--- src/rtl/mcfir_pkg.sv ---
// Shared types, constants and register codes of the multichannel FIR filter core.
`default_nettype none

package mcfir_pkg;

    localparam int CHANNELS   = 16;
    localparam int TAPS       = 7;
    localparam int NUM_COEF   = 7;

    localparam int CH_W       = 4;
    localparam int SAMPLE_W   = 16;
    localparam int COEF_W     = 16;
    localparam int TAPCNT_W   = 3;
    localparam int CFG_IDX_W  = 3;
    localparam int CFG_DATA_W = 16;

    localparam int CH_IDX_W   = (CHANNELS > 1) ? $clog2(CHANNELS) : 1;
    localparam int TAP_IDX_W  = (TAPS > 1) ? $clog2(TAPS) : 1;
    localparam int PROD_W     = SAMPLE_W + COEF_W;
    localparam int ACC_W      = PROD_W + $clog2(TAPS) + 1;
    localparam int HALF_TAPS  = (TAPS + 1) / 2;
    localparam int FRAC_W     = 15;
    localparam int Q_W        = ACC_W - FRAC_W;

    localparam logic [CFG_IDX_W-1:0] REG_TAP_COUNT = CFG_IDX_W'(0);
    localparam logic [CFG_IDX_W-1:0] REG_COEF_0    = CFG_IDX_W'(1);

    typedef logic signed [SAMPLE_W-1:0] sample_t;
    typedef logic signed [COEF_W-1:0]   coef_t;
    typedef logic signed [PROD_W-1:0]   prod_t;
    typedef logic signed [ACC_W-1:0]    acc_t;

    typedef sample_t [TAPS-1:0] hist_row_t;
    typedef prod_t   [TAPS-1:0] prod_vec_t;

    typedef struct packed {
        logic [CH_W-1:0] channel;
        sample_t         sample_in;
    } in_t;

    typedef struct packed {
        logic [CH_W-1:0] out_channel;
        sample_t         sample_out;
    } out_t;

    typedef struct packed {
        logic [TAPCNT_W-1:0]       tap_count;
        coef_t [NUM_COEF-1:0]      coef;
    } cfg_t;

endpackage

`default_nettype wire

--- src/rtl/mcfir_hist.sv ---
// Per-channel sample history held in flops, cleared at reset.
`default_nettype none

module mcfir_hist import mcfir_pkg::*; (
    input  wire logic                aclk,
    input  wire logic                aresetn,
    input  wire logic                wr_en,
    input  wire logic [CH_IDX_W-1:0] ch_idx,
    input  wire sample_t             sample,
    output hist_row_t                rd_row
);

    hist_row_t row_reg [CHANNELS];
    hist_row_t row_next;

    assign rd_row = row_reg[ch_idx];

    always_comb begin
        row_next[0] = sample;
        for (int j = 1; j < TAPS; j++) begin
            row_next[j] = rd_row[j-1];
        end
    end

    always_ff @(posedge aclk) begin
        if (!aresetn) begin
            for (int c = 0; c < CHANNELS; c++) begin
                row_reg[c] <= '0;
            end
        end else if (wr_en) begin
            row_reg[ch_idx] <= row_next;
        end
    end

endmodule

`default_nettype wire

--- config.mk ---
export PLATFORM = sky130hd
export DESIGN_NAME = mcfir_hist
export DESIGN_NICKNAME = d
export VERILOG_FILES = /design/src/rtl/mcfir_pkg.sv /design/src/rtl/mcfir_hist.sv
export SDC_FILE = /design/constraint.sdc
export NUM_CORES = 2
export LEC_CHECK = 0
export BUFFER_PORTS_ARGS = -buffer_cell sky130_fd_sc_hd__clkbuf_2
export CORE_MARGIN = 5
export CORE_UTILIZATION = 57
export DETAILED_ROUTE_END_ITERATION = 6
export PLACE_DENSITY_LB_ADDON = 0.3
export SLEW_MARGIN = 20
export SYNTH_ARGS = -nofsm -noshare
export SYNTH_HDL_FRONTEND = slang
export SYNTH_SLANG_ARGS = --single-unit
--- constraint.sdc ---
create_clock -name aclk -period 9.2 [get_ports aclk]
set_clock_uncertainty 0.1 [all_clocks]
set_input_delay 0.46 -clock aclk [delete_from_list [all_inputs] [get_ports aclk]]
set_output_delay 0.46 -clock aclk [all_outputs]
set_load 0.01 [all_outputs]
After elaboration in Yosys (flattened, before gate mapping)
Memories as Yosys holds them, arrays and structs flattened.
Cells that the tools add are included.
{"block": "op_classes", "addsub": 0, "n_mul": 0, "div": 0, "n_lt_le_gt_ge": 0, "eq_ne": 0, "n_shift": 0, "muxes": 7, "bitwise_logic": 0, "reduce_logical": 1}
{"op": "$mux 112", "count": 1}
{"op": "$reduce_or 112->1", "count": 1}
{"op": "$mux 1", "count": 5}
{"op": "$mux 4", "count": 1}
{"block": "word_totals", "reg_bits": 0, "latchBits": 0, "ram_bits": 1792, "rom_bits": 0, "input_bits": 23, "output_inout_bits": 112, "word_cells": 9, "memories": 1}
{"name": "row_reg", "words": 16, "width": 112, "read_ports": 1, "rd_ports_with_merged_regs": 0, "write_ports": 16, "line_no": "mcfir_hist.sv:13", "source": "hist_row_t row_reg [CHANNELS];"}

Longest topological paths before layout
{"block": "logic_depth", "depth_word": 5, "mapped_depth": 7, "ltp_nobuf": 3}

Least setup slack after synthesis
No wires, ideal clock.
{"block": "synth_path", "path_type": "input port to flip-flop", "startpoint": "input ch_idx[2]", "endpoint": "memory row_reg[11][0] in the netlist's numbering (enable)", "setup_ns": 0.738, "arrival_time_ns": 8.644, "t_required_ns": 8.362, "slack_ns": -0.282, "cell_stages": 3, "path_buffers": 1, "cell_sequence": "clkbuf_2 > nand4b_1 > o21ai_0"}
{"item": "start, declared", "line_no": "mcfir_hist.sv:8", "source": "input wire logic [CH_IDX_W-1:0] ch_idx,"}
{"item": "end, declared", "line_no": "mcfir_hist.sv:13"}

==> reports/results.ini <==
[critical_path]
crit_slowest_cell=buf_4
worstPathRequired_ns=8.64
critPathMaxFanout=113
setup.worst_path.end_class=output pin
path_common_cell=buf_4
reg2reg_slack_ns=7.63
path_cells=buf_8, buf_12, buf_4, buf_4, mux2i_1, mux2_2, o211ai_1, clkbuf_2
r2r-start=row_reg[11][79]$_SDFFCE_PN0P_
path_buf_inv=5
critPathLaunchType=input pin
cp_top_family=buffers and inverters
critical_path_class=input pin to output pin
timing.rr.end=row_reg[9][95]$_SDFFCE_PN0P_
critPathMaxStageDelay_ns=0.88
crit_arrival_ns=5.10
r2r_cells=2

[timing]
setup_tns_ns=0
worst_slack_ns=3.54
relSlewSlack_pct=19.4
finalCritPeriodShare_pct=61.5
drv_slew=0
hold_viol_final=0
period_minus_slack_ns=5.66
max_clock_freq_mhz=177
worst_slew_pin_slew_ns=1.21
setup_viol_count_final=0
rsz0062_at_grt=no

[synthesis]
ys_seq_area_share_pct=67.8
syn-cell-area_um2=79400
synth_edf_count=1792
ys_seq_elements=1792
synth_top_family_by_area=multiplexers
synth_nets=5127
synth.area.top_cells=edfxtp_1 68%, mux4_2 10%, and3_1 8.3%, and2_1 2.8%, mux2i_1 2.4%
synth-simple-area-share_pct=13.7
synthArstFlopShare_pct=0
synthDominantCellAreaShare_pct=67.8
synth.distinct_cells=27
synthAdderAreaFrac_pct=0
synth_xor_area_share_pct=0
synth_ff_type=edfxtp_1
ys_warn_count=0
synth_top_cell_by_area=edfxtp_1
syn_area_per_cell_um2=15.6
synth_compound_area_share_pct=2.13
netlist_instances=5104
synthMuxAreaShare_pct=13.8

[drt]
num_vias=46800
drt_pass1_iterations=6
wire_per_inst_um=30.9
wl_um=217000
drt_iter0_markers=6880
ant_nets=0
drt-vias-per-instance=6.68
drc=0

[min_path]
holdPathEnd=row_reg[7][1]$_SDFFCE_PN0P_
holdCritStartpoint=sample[1]
min_delay_path_depth=2
hp-class=input pin to flip-flop

[place]
port_buffers=134
pre_cts_slack_ns=3.72
dp_hpwl_um=117000
place_area_um2=81400
dp_cells=6703
place_congestion=0.814

[final_layout]
fin_nets=5026
fill_cells=9830
area_delta_synth_final_pct=9.05
layout-drive-gt1-share_pct=17.9
stdcell_count=7009
largest_reg_flops=1792
final_area_um2=86600

[pwr]
p_per_area_nw_per_um2=203
irDropWorstVdd_v=0.000191
totalPowerFinal_w=0.0176
p_leak_nw=34.4

[clock_network]
htreeDepth=4
cts_tree=yes
cts_resized=0
clockBufferDepth=3
cts_root_buffer=clkbuf_16
clk_latency_ns=0.80
post_cts_buffers=0
numCtsBuffers=173
ctsHoldBuffers=0
clk_pin_slew_ns=0.06
clock-sinks=1792

[die]
die_h_um=383
floorplan.core_area_um2=139000
fp.dieArea_um2=147000
die_x_um=383
ios=135
initial_core_util_pct=57.1
core.rowCount=137

[global_route]
grt_max_degree=181
grt_pass1_wl_um=320000
grt_remaining_overflow=0
track_usage_pct=29.6
grt_pass1_vias=46900
antenna_found_initial=7

[run]
drv_cap=0

[status]
status=finished, final reports clean

[per-layer routing]
metal / up-vias / track usage, % / routed length, µm
met1: 23900 / 43.7 / 84700
met5: - / 0 / 0
li1: 19500 / - / -
met2: 2995 / 43.9 / 98700
met3: 404 / 6.65 / 25300
met4: 0 / 10.8 / 8260
[where the power goes]
group / leakage [nW] / total, W / switching (W) / internal [W]
registers: 18.4 / 0.00939 / 0.0000870 / 0.00931
logic: 13.5 / 0.00150 / 0.00106 / 0.000432
clock network: 2.54 / 0.00669 / 0.00297 / 0.00373
total: 34.4 / 0.0176 / 0.00412 / 0.0135
[placed cells by master, fill, tap and decap left out, types with 50 or more instances in the layout]
master	Yosys	routed
and2_1	353	352
nor2_1	387	384
o211ai_1	96	96
clkbuf_2	8	132
a22oi_1	128	128
buf_4	12	74
mux4_2	352	352
mux2i_1	192	192
clkbuf_16	0	180
mux2_2	96	96
edfxtp_1	1792	1792
and3_1	1057	1057
nand2_1	138	122
clkbuf_1	361	50
[synth_stat cells, types with 8 or more instances]
master / count
and2_1: 353
buf_1: 19
edfxtp_1: 1792
mux2i_1: 192
nor2_1: 387
and3_1: 1057
a22oi_1: 128
mux4_2: 352
clkbuf_1: 361
o211ai_1: 96
buf_2: 89
mux2_2: 96
clkbuf_2: 8
nand2_1: 138
buf_4: 12
[worst reg2reg max path: stages (launching register included)]
cell	delay [ns]
edfxtp_1	0.39
mux4_2	0.63
and3_1	0.20
[how the worst max path moves through the flow]
stage | startpoint | endpoint | slack, ns | cells after the start
floorplan | ch_idx[2] | row_reg[11][0]$_SDFFCE_PN0P_ | 2.74 | 3
global placement | ch_idx[1] | rd_row[51] | 3.76 | 8
detailed placement | ch_idx[1] | rd_row[51] | 3.72 | 8
CTS | ch_idx[1] | rd_row[51] | 3.73 | 8
global route | ch_idx[1] | rd_row[51] | 3.46 | 8
finish | ch_idx[1] | rd_row[51] | 3.54 | 8
[kinds of logic after synthesis]
group | count (synthesis)
muxes | 640
buffers and inverters | 496
and+or+nand+nor | 1950
AOI/OAI and AO/OA | 226
DFF | 1792
[area by class of cell]
cell class              count  area, µm²  share of cell area [%]
clock inverters            72        494                   0.571
well taps                1876       2350                    2.71
diodes                      3       7.51                 0.00867
multi-input cells        2816      23800                    27.5
repair buffers            220       1480                    1.70
flip-flops and latches   1792      53800                    62.1
clock buffers             230       4690                    5.42
[through the flow]
stage | utilization [%] | hold slack (ns)
finish | 62.3 | 0.0654
CTS | 62.3 | 0.0224
floorplan | - | 0.583
detailed placement | 58.5 | 0.685
global route | 62.3 | 0.0895
global placement | 58.5 | 0.672
Note: power is estimated with default switching activity, not from simulation.
