<file path="config.mk">
export PLATFORM = sky130hd
export DESIGN_NAME = mcfir_sum
export DESIGN_NICKNAME = d
export VERILOG_FILES = /design/src/rtl/mcfir_pkg.sv /design/src/rtl/mcfir_sum.sv
export SDC_FILE = /design/constraint.sdc
export NUM_CORES = 1
export LEC_CHECK = 0
export BUFFER_PORTS_ARGS = -buffer_cell sky130_fd_sc_hd__buf_2
export CORE_UTILIZATION = 50
export CTS_BUF_LIST = sky130_fd_sc_hd__clkbuf_8
export DETAILED_ROUTE_END_ITERATION = 16
export PLACE_DENSITY_LB_ADDON = 0.2
export SYNTH_ARGS = -nofsm -noshare
export SYNTH_HDL_FRONTEND = slang
export SYNTH_SLANG_ARGS = --single-unit
</file>
<file path="constraint.sdc">
create_clock -name aclk -period 4.5 [get_ports aclk]
set_input_delay 0.225 -clock aclk [delete_from_list [all_inputs] [get_ports aclk]]
set_output_delay 0.225 -clock aclk [all_outputs]
set_load 0.05 [all_outputs]
</file>
<file path="src/rtl/mcfir_pkg.sv">
// Shared types, constants and register codes of the multichannel FIR filter core.
`default_nettype none

package mcfir_pkg;

    localparam int CHANNELS   = 16;
    localparam int TAPS       = 7;
    localparam int NUM_COEF   = 7;

    localparam int CH_W       = 4;
    localparam int SAMPLE_W   = 16;
    localparam int COEF_W     = 16;
    localparam int TAPCNT_W   = 3;
    localparam int CFG_IDX_W  = 3;
    localparam int CFG_DATA_W = 16;

    localparam int CH_IDX_W   = (CHANNELS > 1) ? $clog2(CHANNELS) : 1;
    localparam int TAP_IDX_W  = (TAPS > 1) ? $clog2(TAPS) : 1;
    localparam int PROD_W     = SAMPLE_W + COEF_W;
    localparam int ACC_W      = PROD_W + $clog2(TAPS) + 1;
    localparam int HALF_TAPS  = (TAPS + 1) / 2;
    localparam int FRAC_W     = 15;
    localparam int Q_W        = ACC_W - FRAC_W;

    localparam logic [CFG_IDX_W-1:0] REG_TAP_COUNT = CFG_IDX_W'(0);
    localparam logic [CFG_IDX_W-1:0] REG_COEF_0    = CFG_IDX_W'(1);

    typedef logic signed [SAMPLE_W-1:0] sample_t;
    typedef logic signed [COEF_W-1:0]   coef_t;
    typedef logic signed [PROD_W-1:0]   prod_t;
    typedef logic signed [ACC_W-1:0]    acc_t;

    typedef sample_t [TAPS-1:0] hist_row_t;
    typedef prod_t   [TAPS-1:0] prod_vec_t;

    typedef struct packed {
        logic [CH_W-1:0] channel;
        sample_t         sample_in;
    } in_t;

    typedef struct packed {
        logic [CH_W-1:0] out_channel;
        sample_t         sample_out;
    } out_t;

    typedef struct packed {
        logic [TAPCNT_W-1:0]       tap_count;
        coef_t [NUM_COEF-1:0]      coef;
    } cfg_t;

endpackage

`default_nettype wire

</file>
<file path="src/rtl/mcfir_sum.sv">
// Product sum: registered half sums, then final add, rounding and saturation, or the bypass sample.
`default_nettype none

module mcfir_sum import mcfir_pkg::*; (
    input  wire logic      aclk,
    input  wire logic      en,
    input  wire prod_vec_t prod,
    input  wire logic      bypass,
    input  wire sample_t   bypass_sample,
    output sample_t        result
);

    localparam logic signed [Q_W-1:0] Q_MAX = Q_W'(32767);
    localparam logic signed [Q_W-1:0] Q_MIN = Q_W'(-32768);
    localparam acc_t                  RND   = ACC_W'(1 << (FRAC_W - 1));

    acc_t lo_next;
    acc_t hi_next;
    acc_t lo_reg;
    acc_t hi_reg;
    acc_t total;
    logic signed [Q_W-1:0] q;
    sample_t sat;

    always_comb begin
        lo_next = '0;
        hi_next = '0;
        for (int k = 0; k < TAPS; k++) begin
            if (k < HALF_TAPS) begin
                lo_next = lo_next + {{(ACC_W-PROD_W){prod[k][PROD_W-1]}}, prod[k]};
            end else begin
                hi_next = hi_next + {{(ACC_W-PROD_W){prod[k][PROD_W-1]}}, prod[k]};
            end
        end
    end

    always_ff @(posedge aclk) begin
        if (en) begin
            lo_reg <= lo_next;
            hi_reg <= hi_next;
        end
    end

    // round half up, then clamp to 16 bits
    always_comb begin
        total = lo_reg + hi_reg + RND;
        q     = total[ACC_W-1:FRAC_W];
        priority if (q > Q_MAX) begin
            sat = sample_t'(Q_MAX[SAMPLE_W-1:0]);
        end else if (q < Q_MIN) begin
            sat = sample_t'(Q_MIN[SAMPLE_W-1:0]);
        end else begin
            sat = sample_t'(q[SAMPLE_W-1:0]);
        end
        result = bypass ? bypass_sample : sat;
    end

endmodule

`default_nettype wire
</file>
# After elaboration in Yosys (flattened, before gate mapping)
# Index checks and enable logic that the tools add are counted.
# word_totals
regBits	72
word_cells	14
output_inout_bits	16
inputBits	243
# op_classes
add_sub_neg	7
order_cmp	2
muxes	3
# ops
operator	count
adder 33 x 32 -> 34 bit	2
adder 32 x 32 -> 33 bit	2
2-to-1 mux 16 bit	3
adder 36 x 16 -> 36 bit (second input constant)	1
adder 36 bit	1
adder 34 x 32 -> 35 bit	1
greater-than comparator 21 x 16 -> 1 bit (second input constant)	1
< comparator 21 x 16 -> 1 bit (second input constant)	1

# Depth between registers and ports, before layout
# logic_depth
ltp_word	6
ltp_mapped	17
depth_no_buf	17

# Least setup slack after synthesis
# OpenSTA, ideal clock, no wires.
# synth_timing
path_kind	register to output
startpoint	register lo_reg[2]
endpoint	output port result[0]
t_arrival_ns	4.828
t_required_ns	4.275
path_slack_ns	-0.553
stages_incl_launch_ff	14
n_path_buf	0
cell_sequence	edfxtp_1 -> ha_1 -> ha_1 -> a41o_1 -> a2111oi_2 -> o221ai_1 -> a21oi_2 -> o21a_1 -> o211ai_1 -> a21o_1 -> a211o_1 -> nor4_2 -> a21oi_1 -> o311ai_0
# synth_via
elab_chain_len	6
elab_cells_between_ends	7
cone_classes	add/sub (2); order compare (2); mux (3)
# synth_lines
item	line	rtl
from (decl)	mcfir_sum.sv:19	acc_t lo_reg;
from (signal assigned)	mcfir_sum.sv:39	lo_reg <= lo_next;
adder 36 bit (*)	mcfir_sum.sv:46	total = lo_reg + hi_reg + RND;
adder 36 x 16 -> 36 bit (*)	mcfir_sum.sv:46	
< comparator 21 x 16 -> 1 bit	mcfir_sum.sv:50	end else if (q < Q_MIN) begin
2-to-1 mux 16 bit	mcfir_sum.sv:50	
2-to-1 mux 16 bit (*)	mcfir_sum.sv:48	priority if (q > Q_MAX) begin
2-to-1 mux 16 bit (*)	mcfir_sum.sv:55	result = bypass ? bypass_sample : sat;
to (decl)	mcfir_sum.sv:10	output sample_t result
# Mark *: on every way between the ends. The rest lies on a longest branch, timed or not.

# Worst setup path in the final report
# Same ends and word-level chain as after synthesis.

==> run_results.csv <==
group,metric,value,unit
sta,fin_crit_sh,99.6,%
sta,tns,0,ns
routing,first_iter_violations,218,
synthesis,synthArstFlopShare,0,%
floorplan,initial_utilization,51.4,%
sta,final_max_slew_viol_count,0,
final_layout,syn2layout_area_growth,26.9,%
synthesis,synth-edff-count,69,
global_route,grt_usage,21.1,%
place,dp_hpwl,16400,um
routing,avgRoutedWirePerCell,14.6,um
synthesis,ys.warnings.count,0,
synthesis,synth_seq_area_share,23.2,%
floorplan,num_io_pins,259,
synthesis,syn_area,8930,um^2
sta,slew_headroom,29.9,%
setup_path,critPathCaptureType,"output port",
setup_path,path_class,"reg -> out",
floorplan,dieArea,18400,um^2
final_layout,drive_gt1_share,30.0,%
run,max_cap_viol_count,0,
synthesis,post_synth.cell_area_avg,10.8,um^2
clock_network,htreeDepth,3,
setup_path,startpoint_type,"register",
final_layout,final_nets,1585,
synthesis,syn_nets,1300,
floorplan,core_area,17400,um^2
place,place_area,10700,um^2
sta,worst_pin_slew,1.05,ns
final_layout,diodes,0,
power_and_ir_drop,peakVddDrop,0.641,mV
place,io_buffers,258,
final_layout,post-route-cell-area,11300,um^2
synthesis,synth.most_common_cell,"ha_1",
routing,drcViolationCount,0,
global_route,grt_max_degree,36,
setup_path,crit_required,4.28,ns
place,gp_congestion,0.899,
synthesis,yosysUniqueCellTypes,62,
routing,drt_pass1_iterations,4,
sta,timing.fmax,223,MHz
sta,grt_setup_unrepaired,"yes",
clock_network,cts.root.buffer_cell,"clkbuf_8",
clock_network,numCtsBuffers,9,
worst_hold_path,hold_class,"in -> reg",
setup_path,path_cells,"ha_1 > ha_1 > a41o_1 > a2111oi_4 > o221ai_2 > a21oi_2 > o21a_1 > buf_4 > o211ai_1 > buf_4 > a211oi_2 > a211o_1 > o211ai_1 > o211ai_1 > buf_4 > buf_6 > buf_12 > o311ai_4 > buf_6",
synthesis,synthCells,826,
floorplan,row_count,48,
final_layout,largest_reg_flops,35,
outcome,status,"completed",
sta,finalSetupViolCount,0,
setup_path,path_max_fanout,5,
synthesis,ys.flop_type,"edfxtp_1",
setup_path,crit_slowest_cell,"edfxtp_1",
synthesis,synth_seq_cells,69,
setup_path,crit_family,"compound AO/OA/AOI/OAI gates",
floorplan,die_w,136,um
synthesis,synth_top_area_share,23.2,%
clock_network,cts_max_path_buffers,2,
clock_network,numClockSinks,69,
sta,hold_violations,0,
setup_path,path_buf_inv,6,
power_and_ir_drop,p_leak,5.32,nW
routing,via_per_inst,5.47,
final_layout,fillCellCount,1413,
synthesis,ys_top_cells_by_count,"ha_1 (133), fa_1 (98), edfxtp_1 (69), a21oi_1 (65), nor2_1 (54)",
synthesis,synth.largest_area_cell,"edfxtp_1",
sta,period_needed,4.48,ns
power_and_ir_drop,power.density,676,nW/um^2
setup_path,cp.arrival,4.26,ns
floorplan,dieHeight,136,um
final_layout,finalCoreUtilization,65.3,%
routing,routed_wl,19600,um
global_route,gr-total-overflow,0,
clock_network,clk_pin_slew,0.08,ns
routing,num_vias,7329,
global_route,antenna_found_initial,0,
routing,postRouteAntennaNets,0,
synthesis,synthTopCellsByArea,"edfxtp_1 (23%), fa_1 (22%), ha_1 (19%)",
clock_network,cts_tree,"done",
global_route,grt_pass1_wl,30700,um
global_route,first_global_vias,7044,
clock_network,hold_buffers,0,
setup_path,slowest_delay,0.40,ns
cell usage in the layout (no fill, tap or decap), types with 8 or more instances in the layout:
cell type  count
buf_2        243
ha_1         133
fa_1          98
edfxtp_1      69
a21oi_1       64
nor2_1        54
nand2_1       49
xnor2_1       49
a21o_1        42
inv_1         35
o21ai_0       25
buf_4         21
xor2_1        18
buf_6         17
nand2b_1      14
o311ai_4      14
nor2b_1       13
o21a_1        13
nand3_1       12
a211oi_1      12
nor3_1         9
clkbuf_8       9
nand4_1        8
o211ai_1       8
power by group:
part | internal (mW) | switching (mW)
clock | 0.309 | 0.235
combinational | 2.55 | 3.38
sequential | 1.08 | 0.112
metal layers:
metal / wire, um / global-route usage [%]
met1: 7900 / 23.9
met2: 10500 / 40.2
met3: 816 / 3.22
met4: 361 / 5.93
met5: 0 / 0
what timing repair did:
action	in CTS	in global routing
gates cloned	1	1
pin swaps	6	30
buffers inserted	3	6
gates resized for setup	26	54
endpoints found under the setup margin	15	16
cells by family after synthesis:
logic type	count (synthesis)	synth area share [%]
simple gates	186	10.2
xor+xnor	70	6.87
compound gates	224	17.0
mux	1	0.126
buf+inv	45	1.92
fa+ha+maj	231	40.6
flops	69	23.2
worst paths after layout:
kind	to	slack (ns)	startpoint	cells past startpoint
worst max-delay path	result[0]	0.02	lo_reg[2]$_DFFE_PP_	19
worst min-delay path	lo_reg[0]$_DFFE_PP_	0.20	prod[96]	2
stage by stage:
stage / std cells / hold WS (ns) / setup WS [ns] / power [mW]
2_1_floorplan: 826 / 0.337 / -0.553 / 4.85
5_1_grt: 1341 / 0.193 / -0.178 / 8.27
6_report: 1341 / 0.199 / 0.0166 / 7.66
4_1_cts: 1334 / 0.178 / 0.00772 / 6.94
3_3_place_gp: 1314 / 0.541 / 0.00445 / 6.02
3_5_place_dp: 1314 / 0.554 / -0.0635 / 6.10
layout make-up:
class | count | area, um^2 | share of cell area (%)
Timing Repair Buffer | 284 | 1620 | 14.3
Sequential cell | 69 | 2070 | 18.3
Multi-Input combinational cell | 712 | 7020 | 61.9
Tap cell | 225 | 282 | 2.48
Clock inverter | 7 | 90.1 | 0.795
Clock buffer | 9 | 124 | 1.09
Inverter | 35 | 131 | 1.16
(Power assumes the default switching activity.)
