## src/rtl/mcfir_pkg.sv

```systemverilog
// Shared types, constants and register codes of the multichannel FIR filter core.
`default_nettype none

package mcfir_pkg;

    localparam int CHANNELS   = 16;
    localparam int TAPS       = 7;
    localparam int NUM_COEF   = 7;

    localparam int CH_W       = 4;
    localparam int SAMPLE_W   = 16;
    localparam int COEF_W     = 16;
    localparam int TAPCNT_W   = 3;
    localparam int CFG_IDX_W  = 3;
    localparam int CFG_DATA_W = 16;

    localparam int CH_IDX_W   = (CHANNELS > 1) ? $clog2(CHANNELS) : 1;
    localparam int TAP_IDX_W  = (TAPS > 1) ? $clog2(TAPS) : 1;
    localparam int PROD_W     = SAMPLE_W + COEF_W;
    localparam int ACC_W      = PROD_W + $clog2(TAPS) + 1;
    localparam int HALF_TAPS  = (TAPS + 1) / 2;
    localparam int FRAC_W     = 15;
    localparam int Q_W        = ACC_W - FRAC_W;

    localparam logic [CFG_IDX_W-1:0] REG_TAP_COUNT = CFG_IDX_W'(0);
    localparam logic [CFG_IDX_W-1:0] REG_COEF_0    = CFG_IDX_W'(1);

    typedef logic signed [SAMPLE_W-1:0] sample_t;
    typedef logic signed [COEF_W-1:0]   coef_t;
    typedef logic signed [PROD_W-1:0]   prod_t;
    typedef logic signed [ACC_W-1:0]    acc_t;

    typedef sample_t [TAPS-1:0] hist_row_t;
    typedef prod_t   [TAPS-1:0] prod_vec_t;

    typedef struct packed {
        logic [CH_W-1:0] channel;
        sample_t         sample_in;
    } in_t;

    typedef struct packed {
        logic [CH_W-1:0] out_channel;
        sample_t         sample_out;
    } out_t;

    typedef struct packed {
        logic [TAPCNT_W-1:0]       tap_count;
        coef_t [NUM_COEF-1:0]      coef;
    } cfg_t;

endpackage

`default_nettype wire

```

## src/rtl/mcfir_cfg.sv

```systemverilog
// Configuration register file: tap count and coefficient registers.
`default_nettype none

module mcfir_cfg import mcfir_pkg::*; (
    input  wire logic                  aclk,
    input  wire logic                  aresetn,
    input  wire logic                  cfg_valid,
    output logic                       cfg_ready,
    input  wire logic [CFG_IDX_W-1:0]  cfg_index,
    input  wire logic [CFG_DATA_W-1:0] cfg_data,
    output cfg_t                       cfg
);

    cfg_t cfg_reg;

    assign cfg_ready = 1'b1;
    assign cfg       = cfg_reg;

    always_ff @(posedge aclk) begin
        if (!aresetn) begin
            cfg_reg <= '0;
        end else if (cfg_valid) begin
            if (cfg_index == REG_TAP_COUNT) begin
                cfg_reg.tap_count <= cfg_data[TAPCNT_W-1:0];
            end else begin
                cfg_reg.coef[CFG_IDX_W'(cfg_index - REG_COEF_0)] <= coef_t'(cfg_data);
            end
        end
    end

endmodule

`default_nettype wire

```

## config.mk

```make
export PLATFORM = sky130hd
export DESIGN_NAME = mcfir_cfg
export DESIGN_NICKNAME = d
export VERILOG_FILES = /design/src/rtl/mcfir_pkg.sv /design/src/rtl/mcfir_cfg.sv
export SDC_FILE = /design/constraint.sdc
export NUM_CORES = 1
export LEC_CHECK = 0
export ABC_AREA = 1
export BUFFER_PORTS_ARGS = -buffer_cell sky130_fd_sc_hd__buf_2
export CAP_MARGIN = 20
export CORE_MARGIN = 4
export CORE_UTILIZATION = 40
export CTS_CLUSTER_DIAMETER = 50
export DETAILED_ROUTE_END_ITERATION = 8
export PLACE_DENSITY = 0.68
export REMOVE_ABC_BUFFERS = 1
export SETUP_SLACK_MARGIN = 0.2
export SLEW_MARGIN = 15
export SYNTH_ARGS = -nofsm -noshare
export SYNTH_HDL_FRONTEND = slang
export SYNTH_SLANG_ARGS = --single-unit
```

## constraint.sdc

```tcl
create_clock -name aclk -period 3.6 [get_ports aclk]
set_clock_uncertainty 0.1 [all_clocks]
set_input_delay 0.54 -clock aclk [delete_from_list [all_inputs] [get_ports aclk]]
set_output_delay 0.54 -clock aclk [all_outputs]
set_load 0.01 [all_outputs]
```

; After elaboration in Yosys (flattened, before gate mapping)
; Index checks and enable logic that the tools add are counted.
[totals]
reg_bits = 115
latchBits = 0
ram_bits = 0
mem_bits_ro = 0
inputBits = 22
out_inout_bits = 116
elab_cells = 19
memories = 0
[op_classes]
addsub = 1
multipliers = 0
n_div = 0
magnitude_cmp = 2
n_eq_ne = 0
shift = 0
muxes = 3
n_bitwise = 1
n_reduce_logical = 4
[op_table]
columns = operator, n
row1 = 112-bit bitwise mux, 1
row2 = 16-bit demux with 3-bit select, 1
row3 = 16-bit 2-to-1 mux, 1
row4 = "3-bit by 4-bit less-than comparator with 1-bit output, second input constant", 1
row5 = 2-bit AND reduction, 2
row6 = "3-bit by 1-bit >= comparator with 1-bit output, second input constant", 1
row7 = 3-bit zero test, 1
row8 = "3-bit by 1-bit subtractor with 3-bit output, second input constant", 1
row9 = 1-bit logical AND, 1
row10 = 1-bit NOT, 1

; Logic depth before layout (Yosys ltp)
; Gate-level depths: netlist of run 1.
[depth]
ltp_word = 6
depth_mapped = 10
depth_no_buf = 9

; Worst setup path after synthesis of run 1
; Ideal clock, no wire load.
[synth_path]
path_type = input to register
start = in cfg_index[0]
end = reg cfg_reg (netlist bit cfg[101])
setup_time_ns = 0.113
arrival_ns = 1.655
required_time_ns = 3.387
slack_ns = 1.733
path_stages = 9
n_path_buf = 1
path_cell_list = inv_1 -> ha_1 -> inv_1 -> nand2_1 -> nor2_2 -> buf_4 -> nand3_1 -> nand2_1 -> nor2_1
[synth_via]
elab_chain_cells = 6
elab_cells_between_ends = 10
[synth_rtl]
columns = item, line
row1 = "start, declared", mcfir_cfg.sv:9  ; input wire logic [CFG_IDX_W-1:0] cfg_index,
row2 = 3-bit by 1-bit subtractor with 3-bit output, mcfir_cfg.sv:26  ; cfg_reg.coef[CFG_IDX_W'(cfg_index - REG_COEF_0)] <= coef_t'(cfg_data);
row3 = 3-bit by 4-bit less-than comparator with 1-bit output (not written as such) or 3-bit by 1-bit >= comparator with 1-bit output (tied branches), mcfir_cfg.sv:26
row4 = 1-bit logical AND (not written as such), mcfir_cfg.sv:26
row5 = 16-bit 2-to-1 mux (not written as such), mcfir_cfg.sv:26
row6 = 16-bit demux with 3-bit select, mcfir_cfg.sv:26
row7 = 112-bit bitwise mux, mcfir_cfg.sv:26
row8 = "end, declared", mcfir_cfg.sv:14  ; cfg_t cfg_reg;
; Parallel ways exist; a longest one is shown, timed or not.
; A chain may end at the register's enable or synchronous reset.

; Worst setup path in the final report of run 1
[layout_path]
start = in cfg_index[0]
end = reg cfg_reg (netlist bit cfg[45])
; Same word-level chain as after synthesis.

==> results.toml, run 1 <==
[final_layout]
multi_input_area_um2 = 1950
area_growth_pct = 26.8
mostFrequentLayoutCell = "nor2_1"
fillCellCount = 1072
final_cell_mix = "224 x nor2_1, 213 x nand2_1, 135 x buf_2"
largest_reg_flops = 115
finalNetCount = 802
diodes = 0
layout.area.seq_um2 = 2300
final_area_um2 = 5790
drive_gt1_share_pct = 23.4
layout.cells.non_filler = 929

[floorplan]
dieArea_um2 = 13200
core_area_um2 = 11000
start_util_pct = 41.6
die_w_um = 115
die_y_um = 115
io_pins = 138
row_count = 38

[logic_synthesis]
yosys.area.top_type_share_pct = 50.4
yosys_warnings = 0
syn_inst = 654
seq_area_frac_synth_pct = 50.4
synth_area_um2 = 4570
ys_types = 21
synth.area.top_cells = "dfxtp_1 50%, nor2_1 18%, nand2_1 18%"
ys_seq_elements = 115
synth_top_cell_by_area = "dfxtp_1"
avgSynthCellArea_um2 = 6.98

[routing]
wl_per_cell_um = 12.7
final_antenna_net_count = 0
vias = 4242
firstDrtPassIters = 5
viasPerCell = 4.57
drc = 0
drt_iter0_markers = 247
totalWireLength_um = 11800

[global_route]
grt_use_total_pct = 17.9
antenna_found_initial = 0
grt_pass1_vias = 3840
grt_max_degree = 58
grt-ovfl-total = 0
grt_pass1_wl_um = 18700

[critical_path]
crit_type = "input port to flop"
cpLargestDelayFamily = "simple AND/OR/NAND/NOR gates"
crit_arrival_ns = 2.31
worstPathRequired_ns = 3.79
path_cells = "buf_2 -> inv_1 -> ha_1 -> inv_1 -> nand3_2 -> nor2_4 -> nand2_1 -> nand2_1 -> nor2_1"
cp-start-kind = "input port"
crit_buf_inv = 3
cp_slowest_cell = "nor2_4"
worstPathMaxFanout = 32
endpoint_kind = "flop"
cpPeakStageDelay_ns = 0.66

[power_and_ir_drop]
p_clk_share_pct = 48.3
intPower_mw = 2.47
p_total_mw = 3.24
power_density_nw_per_um2 = 560
netSwitchingPower_mw = 0.771
pwr-share-seq_pct = 42.0
leakagePower_nw = 2.90
peakVddDrop_mv = 0.278
switching_share_pct = 23.8
combPwrFrac_pct = 9.7

[clocking]
postCtsHoldBufs = 0
numCtsBuffers = 17
path_clk_slew_ns = 0.05
h-tree-depth = 4
cts.repair.resized = 0
clock_sinks = 115
cts-root-buf = "clkbuf_16"
post_cts_buffers = 0
cts_tree = "built"
clock_path_buffers = 2
clk_latency_ns = 0.40

[timing]
setup_viol = 0
rsz0062_at_grt = "false"
tightest_slew_ns = 0.843
hold_ws_ns = 0.344
finalCriticalPeriod_ns = 2.12
maxSlewViolCount = 0
period_share_pct = 59.0
slew_headroom_pct = 43.7
fmaxAchievable_mhz = 471
finalHoldViolations = 0
tns_ns = 0

[run]
maxCapViolations = 0

[placed_design]
post_dp_cell_area_um2 = 5240
gp_congestion = 0.743
dp_hpwl_um = 7890
portBuffers = 136
dp.cells = 899

[status]
status = "complete, no violations"

[min_path]
hp-class = "input port to flop"
-- through the flow --
stage | setup WS, ns | utilization, %
final | 1.48 | 52.7
after global placement | 1.13 | 47.7
after CTS | 1.46 | 52.7
after global routing | 1.25 | 52.7
after detailed placement | 1.05 | 47.7
after floorplan | 1.43 | -
-- cell type report --
type	instances	area share, %
well taps	140	3.03
multi-input cells	480	33.8
clock buffers	25	8.73
repair buffers	140	12.3
inverters	24	1.56
clock inverters	5	0.864
flip-flops and latches	115	39.8
-- routing by layer --
metal / wire [um] / share of wire [%] / vias up / GRT usage, %
met5: 0 / 0 / - / 0
met4: 109 / 0.93 / 0 / 6.10
met3: 1010 / 8.6 / 13 / 6.68
met2: 5480 / 47 / 135 / 29.9
met1: 5170 / 44 / 1893 / 21.4
li1: - / - / 2201 / -
-- cell usage after synthesis --
cell,number
nand3_4,2
a21oi_1,3
conb_1,1
nand2_2,3
nand2_4,1
nor2_1,224
inv_1,22
nand3_2,2
nor2_4,6
buf_6,1
buf_2,4
buf_1,6
ha_1,2
buf_4,20
nand2_1,213
dfxtp_1,115
o21ai_0,3
nor2_2,2
nand3_1,18
inv_2,2
clkbuf_1,4
-- power by group through the flow --
stage | Clock (mW) | Sequential (mW) | Combinational [mW]
after detailed placement | 0 | 1.39 | 0.317
after global placement | 0 | 1.38 | 0.309
after CTS | 1.59 | 1.36 | 0.318
final | 1.57 | 1.36 | 0.314
after floorplan | 0 | 1.41 | 0.161
after global routing | 1.66 | 1.37 | 0.355
-- final timing paths --
path,startpoint,end,slack (ns),depth (start not counted)
worst min-delay path,cfg_data[2],cfg[114]$_SDFFE_PN0P_,0.34,3
worst max-delay path,cfg_index[0],cfg[45]$_SDFFE_PN0P_,1.48,9
worst max register to register,cfg[13]$_SDFFE_PN0P_,cfg[13]$_SDFFE_PN0P_,2.89,2
worst min register to register,cfg[114]$_SDFFE_PN0P_,cfg[114]$_SDFFE_PN0P_,0.35,2
-- cell families (layout without fill, tap and decap cells) --
family,Yosys count,in the layout,synth area share [%]
adder cells (fa/ha/maj),2,2,0.548
AO/OA/AOI/OAI,6,6,0.658
AND/OR/NAND/NOR,471,471,41.5
other,1,1,0.0821
buffers and inverters,59,194,6.77
flip-flops,115,115,50.4
-- worst reg2reg max path: stages, from the launching register on --
cell     delay, ns
dfxtp_1       0.35
nor2_1        0.06
nor2_1        0.14
(Power assumes the default switching activity.)
==> run 2, diff against run 1 <==
--- a/config.mk
+++ b/config.mk
@@ -5,7 +5,7 @@
 export SDC_FILE = /design/constraint.sdc
 export NUM_CORES = 1
 export LEC_CHECK = 0
-export ABC_AREA = 1
+export ABC_AREA = 0
 export BUFFER_PORTS_ARGS = -buffer_cell sky130_fd_sc_hd__buf_2
 export CAP_MARGIN = 20
 export CORE_MARGIN = 4
==> constraint.sdc (replaced) <==
create_clock -name aclk -period 2.1 [get_ports aclk]
set_clock_uncertainty 0.1 [all_clocks]
set_input_delay 0.315 -clock aclk [delete_from_list [all_inputs] [get_ports aclk]]
set_output_delay 0.315 -clock aclk [all_outputs]
set_load 0.01 [all_outputs]
==> run 2 against run 1 <==
Area after synthesis shrank 6.4%. Highest routed layer unchanged. Global-route usage decreased by 0.16 points. Sequential power is 66% higher. Final cell count shrank 23%.
==> results.toml, run 2 <==
[routing]
viasPerCell = 4.73
wl_met2_um = 5410
drt_iter0_markers = 114
final_antenna_net_count = 0
drc = 0
routed.top_layer = "met4"
firstDrtPassIters = 5
totalWireLength_um = 10800
wl_met1_um = 4570
dr_wl_met3_um = 686
wl_per_cell_um = 15.2
vias = 3365

[logic_synthesis]
synth_edf_count = 0
syn_inst = 408
yosysMostFrequentCell = "nand2_1"
ys_top_cells_by_count = "130 x nand2_1, 115 x dfxtp_1, 115 x mux2i_1"
yosys.area.top_type_share_pct = 53.8
ys_seq_elements = 115
synth_area_um2 = 4280
ys_types = 19
synth.area.top_cells = "dfxtp_1 54%, mux2i_1 27%, nand2_1 11%"
ys_async_sr_fraction_pct = 0
ys.flop_type = "dfxtp_1"
avgSynthCellArea_um2 = 10.5
synth_top_cell_by_area = "dfxtp_1"
yosys_warnings = 0
seq_area_frac_synth_pct = 53.8

[critical_path]
endpoint_kind = "flop"
crit_type = "input port to flop"
cp-start-kind = "input port"
startpoint = "cfg_index[0]"
worstPathRequired_ns = 2.43
crit_arrival_ns = 1.97
r2r-start = "cfg[53]$_SDFFE_PN0P_"
worstPathMaxFanout = 16

[final_layout]
diodes = 0
area_growth_pct = 38.1
utilization_pct = 56.9
finalNetCount = 586
mostFrequentLayoutCell = "buf_2"
final_cell_mix = "135 x buf_2, 130 x nand2_1, 115 x mux2i_1, 115 x dfxtp_1, 18 x buf_4"
layout.cells.non_filler = 711
largest_reg_flops = 115
drive_gt1_share_pct = 34.1

[min_path]
min-delay-start = "aresetn"
hp-class = "input port to flop"

[timing]
setup_viol = 0
fmaxAchievable_mhz = 610
period_share_pct = 78.1
finalHoldViolations = 0
finalCriticalPeriod_ns = 1.64
rsz0062_at_grt = "false"
maxSlewViolCount = 0
setup_ws_ns = 0.460

[status]
status = "complete, no violations"

[placed_design]
dp.cells = 676
gp_congestion = 0.772
portBuffers = 136
dp_hpwl_um = 7450
dpl_worst_slack_ns = -0.0365

[global_route]
grt_pass1_vias = 3334
grt_pass1_wl_um = 17500
grt_max_degree = 61
grt-ovfl-total = 0
grt_use_total_pct = 17.8
antenna_found_initial = 0

[floorplan]
die_y_um = 111
dieArea_um2 = 12400
die_w_um = 111
start_util_pct = 41.2
row_count = 37
io_pins = 138
core_area_um2 = 10400

[clocking]
cts_tree = "built"
path_clk_slew_ns = 0.06
clock_path_buffers = 2
cts-root-buf = "clkbuf_8"
clock_sinks = 115
h-tree-depth = 4
clk_latency_ns = 0.51
numCtsBuffers = 17

[power_and_ir_drop]
leakagePower_nw = 3.01
peakVddDrop_mv = 0.462
power_density_nw_per_um2 = 958

[run]
maxCapViolations = 0
==> run 2: routing by layer <==
| layer | up-vias | track usage (%) |
|---|---|---|
| li1 | 1661 | - |
| met1 | 1597 | 21.2 |
| met2 | 90 | 29.5 |
| met3 | 17 | 5.82 |
| met4 | 0 | 7.46 |
| met5 | - | 0 |
==> run 2: worst max-delay path: stages <==
cell and delay, ns:
buf_2 0.09, inv_1 0.06, ha_1 0.23, or3_1 0.39, buf_4 0.18, a211oi_4 0.27, buf_12 0.21, mux2i_1 0.21
==> run 2: worst paths after layout <==
path | cells past startpoint | endpoint | slack (ns)
worst max register to register | 2 | cfg[53]$_SDFFE_PN0P_ | 1.35
worst min-delay path | 3 | cfg[2]$_SDFFE_PN0P_ | 0.06
worst min register to register | 2 | cfg[33]$_SDFFE_PN0P_ | 0.35
worst max-delay path | 8 | cfg[11]$_SDFFE_PN0P_ | 0.46
==> run 2: final cells by class <==
cell class                 instances  area (um^2)
fill                             934         4470
sequential                       115         2300
multi-input combinational        263         1830
timing repair buffer             162          961
clock buffer                      18          418
clock inverter                    14          211
tap                              136          170
inverter                           3         11.3
==> run 2: stage by stage <==
stage	total power, mW	hold slack (ns)	setup TNS, ns	cell area, um^2
6_report	5.66	0.0561	0	5900
4_1_cts	5.72	0.0256	0	5900
5_1_grt	5.87	0.0419	0	5900
2_1_floorplan	2.47	0.343	-16.46	4130
3_3_place_gp	2.65	0.340	0	5250
3_5_place_dp	2.66	0.343	-0.262	5250
==> run 2: power by group <==
part / internal (mW) / switching (mW) / total [mW]
clock network: 2.04 / 1.01 / 3.04
registers: 2.23 / 0.0250 / 2.26
logic: 0.148 / 0.208 / 0.355
total: 4.42 / 1.24 / 5.66
==> run 2: timing repair <==
action | in CTS | in global routing
setup buffers | 0 | 0
hold endpoints to repair | 3 | 0
hold buffers | 3 | 0
gates resized for setup | 0 | 0
==> run 2: logic make-up after synthesis <==
logic type	synth area share (%)
AO/OA/AOI/OAI	2.28
adder cells (fa/ha/maj)	0.585
buffers and inverters	3.60
flip-flops	53.8
multiplexers	26.9
other	0.0877
AND/OR/NAND/NOR	12.7
==> run 3, diff against run 2 <==
--- a/config.mk
+++ b/config.mk
@@ -5,14 +5,14 @@
 export SDC_FILE = /design/constraint.sdc
 export NUM_CORES = 1
 export LEC_CHECK = 0
-export ABC_AREA = 0
+export ABC_AREA = 1
 export BUFFER_PORTS_ARGS = -buffer_cell sky130_fd_sc_hd__buf_2
 export CAP_MARGIN = 20
 export CORE_MARGIN = 4
 export CORE_UTILIZATION = 40
 export CTS_CLUSTER_DIAMETER = 50
 export DETAILED_ROUTE_END_ITERATION = 8
-export PLACE_DENSITY = 0.68
+export PLACE_DENSITY = 0.7
 export REMOVE_ABC_BUFFERS = 1
 export SETUP_SLACK_MARGIN = 0.2
 export SLEW_MARGIN = 15
==> constraint.sdc (replaced) <==
create_clock -name aclk -period 1.4 [get_ports aclk]
set_clock_uncertainty 0.1 [all_clocks]
set_input_delay 0.21 -clock aclk [delete_from_list [all_inputs] [get_ports aclk]]
set_output_delay 0.21 -clock aclk [all_outputs]
set_load 0.01 [all_outputs]
==> run 3 against run 2 <==
Worst setup slack worse by 0.29 ns. Sequential share of layout area fell by 3.9 points. Combinational power grew to 3.0 times the previous value. Via count up 33%. Critical endpoint is now cfg[25]$_SDFFE_PN0P_. First-iteration DRC count grew to 2.7 times the previous value. Total power up 66%. Clock-buffer cell count up 5. Final cell count is 36% higher. Global-route usage is 2.0 points higher. Non-clock buffer count rose by 16. Flip-flop and latch count stayed put. Sequential power increased by 56%.
==> results.toml, run 3 (synthesis gave the netlist of run 1 again) <==
[global_route]
grt_pass1_vias = 4083
grt_max_degree = 40
antenna_found_initial = 0
grt-ovfl-total = 0
grt_use_total_pct = 19.8
grt_pass1_wl_um = 20500

[timing]
rsz0062_at_grt = "true"
finalHoldViolations = 0
tns_ns = 0
setup_viol = 0
finalCriticalPeriod_ns = 1.23
maxSlewViolCount = 0
period_share_pct = 87.7
fmaxAchievable_mhz = 815

[placed_design]
portBuffers = 136
gp_congestion = 0.757
dp_hpwl_um = 8210

[critical_path]
crit_buf_inv = 5
crit_arrival_ns = 1.42
endpoint_kind = "flop"
path_cells = "buf_8 -> inv_8 -> ha_4 -> buf_6 -> nand3_4 -> nor2_4 -> buf_6 -> buf_12 -> nand2_2 -> nand2_1 -> nor2_1"
cp-start-kind = "input port"
cpLargestDelayFamily = "buffers and inverters"
crit_type = "input port to flop"
rrSetupSlack_ns = 0.61
worst_r2r_endpoint = "cfg[56]$_SDFFE_PN0P_"
r2r-start = "cfg[56]$_SDFFE_PN0P_"
worstPathMaxFanout = 5
cpMostUsedCell = "buf_6"
worstPathRequired_ns = 1.59
cpPeakStageDelay_ns = 0.29
reg2regPathDepth = 3
cp_slowest_cell = "ha_4"

[final_layout]
drive_gt1_share_pct = 42.3
mostFrequentLayoutCell = "nor2_1"
final_cell_mix = "220 x nor2_1, 197 x nand2_1, 102 x buf_2"
largest_reg_flops = 115
diodes = 0
finalNetCount = 840
area_growth_pct = 51.6

[routing]
drc = 0
drt_iter0_markers = 311
viasPerCell = 4.63
wl_per_cell_um = 14.0
final_antenna_net_count = 0
totalWireLength_um = 13500
vias = 4485
firstDrtPassIters = 5

[floorplan]
start_util_pct = 41.6
row_count = 38
core_area_um2 = 11000
dieArea_um2 = 13200
die_w_um = 115
die_y_um = 115
io_pins = 138

[power_and_ir_drop]
leakagePower_nw = 3.32
pwr-share-seq_pct = 37.6
combPwrFrac_pct = 11.4
p_clk_share_pct = 51.0
power_density_nw_per_um2 = 1360
intPower_mw = 7.21
netSwitchingPower_mw = 2.17
peakVddDrop_mv = 0.915
p_total_mw = 9.39
switching_share_pct = 23.1

[clocking]
numCtsBuffers = 17
cts-root-buf = "clkbuf_16"
clock_sinks = 115
postCtsHoldBufs = 0
clock_path_buffers = 2
clk_latency_ns = 0.40
cts_tree = "built"
path_clk_slew_ns = 0.05
h-tree-depth = 4

[min_path]
min_to = "cfg[114]$_SDFFE_PN0P_"
min_path_cells = 3
hp-class = "input port to flop"
min-delay-start = "cfg_data[2]"

[status]
status = "complete, no violations"

[run]
maxCapViolations = 0
==> run 3: changes by cell type in the layout (fill, tap and decap cells not counted), moves of 34 or more <==
cell     before  now
nand2_1     130  197
dfxtp_2       0  100
mux2i_1     115    0
buf_6         0   34
dfxtp_1     115   15
nor2_1        0  220
==> run 3: how the worst max path moves through the flow <==
| stage | startpoint | endpoint | slack (ns) | depth (start not counted) |
|---|---|---|---|---|
| after CTS | cfg_index[0] | cfg[29]$_SDFFE_PN0P_ | 0.18 | 10 |
| after global placement | cfg_index[0] | cfg[95]$_SDFFE_PN0P_ | -0.30 | 11 |
| after detailed placement | cfg_index[0] | cfg[84]$_SDFFE_PN0P_ | -0.32 | 11 |
| final | cfg_index[0] | cfg[25]$_SDFFE_PN0P_ | 0.17 | 11 |
| after floorplan | cfg_index[0] | cfg[80]$_SDFFE_PN0P_ | -0.44 | 9 |
| after global routing | cfg_index[0] | cfg[25]$_SDFFE_PN0P_ | 0.12 | 11 |
==> run 3: power groups by stage <==
stage,registers (mW),logic (mW),clock network [mW]
6_report,3.53,1.07,4.79
5_1_grt,3.54,1.19,5.01
4_1_cts,3.50,0.969,4.84
3_5_place_dp,3.56,0.896,0
3_3_place_gp,3.56,0.888,0
2_1_floorplan,3.62,0.414,0
==> run 3: layout make-up <==
class / count / area, um^2
clock buffers: 23 / 478
clock inverters: 9 / 175
fillers: 961 / 4060
inverters: 24 / 108
multi-input cells: 480 / 2070
flip-flops and latches: 115 / 2430
well taps: 140 / 175
repair buffers: 178 / 1480
==> run 3: per-layer routing <==
layer | up-vias | wire, um | GRT usage, %
met3 | 4 | 1090 | 6.26
met1 | 2046 | 5810 | 25.4
met2 | 151 | 6570 | 32.2
met5 | - | 0 | 0
met4 | 0 | 63 | 5.24
li1 | 2284 | - | -
==> run 3: worst reg2reg max path, stage by stage, from the launching register on <==
cell and delay (ns):
dfxtp_2 0.32, buf_4 0.13, nor2_2 0.09, nor2_1 0.04
==> run 3: timing repair <==
item | 4_1_cts | 5_1_grt
pin swaps | 3 | 7
endpoints found under the hold margin | 0 | 0
endpoints found under the setup margin | 140 | 184
resized for setup | 50 | 137
gates cloned | 3 | 3
setup buffers | 4 | 7
==> run 3: through the flow <==
| stage | hold slack [ns] | setup slack (ns) | area, um^2 | utilization, % | cells |
|---|---|---|---|---|---|
| floorplan | 0.231 | -0.441 | 4350 | - | 619 |
| global placement | 0.335 | -0.295 | 5530 | 50.4 | 920 |
| finish | 0.0181 | 0.173 | 6920 | 63.0 | 969 |
| global route | 0.0450 | 0.116 | 6920 | 63.0 | 969 |
| detailed placement | 0.346 | -0.321 | 5530 | 50.4 | 920 |
| CTS | 0.00232 | 0.180 | 6420 | 58.5 | 959 |
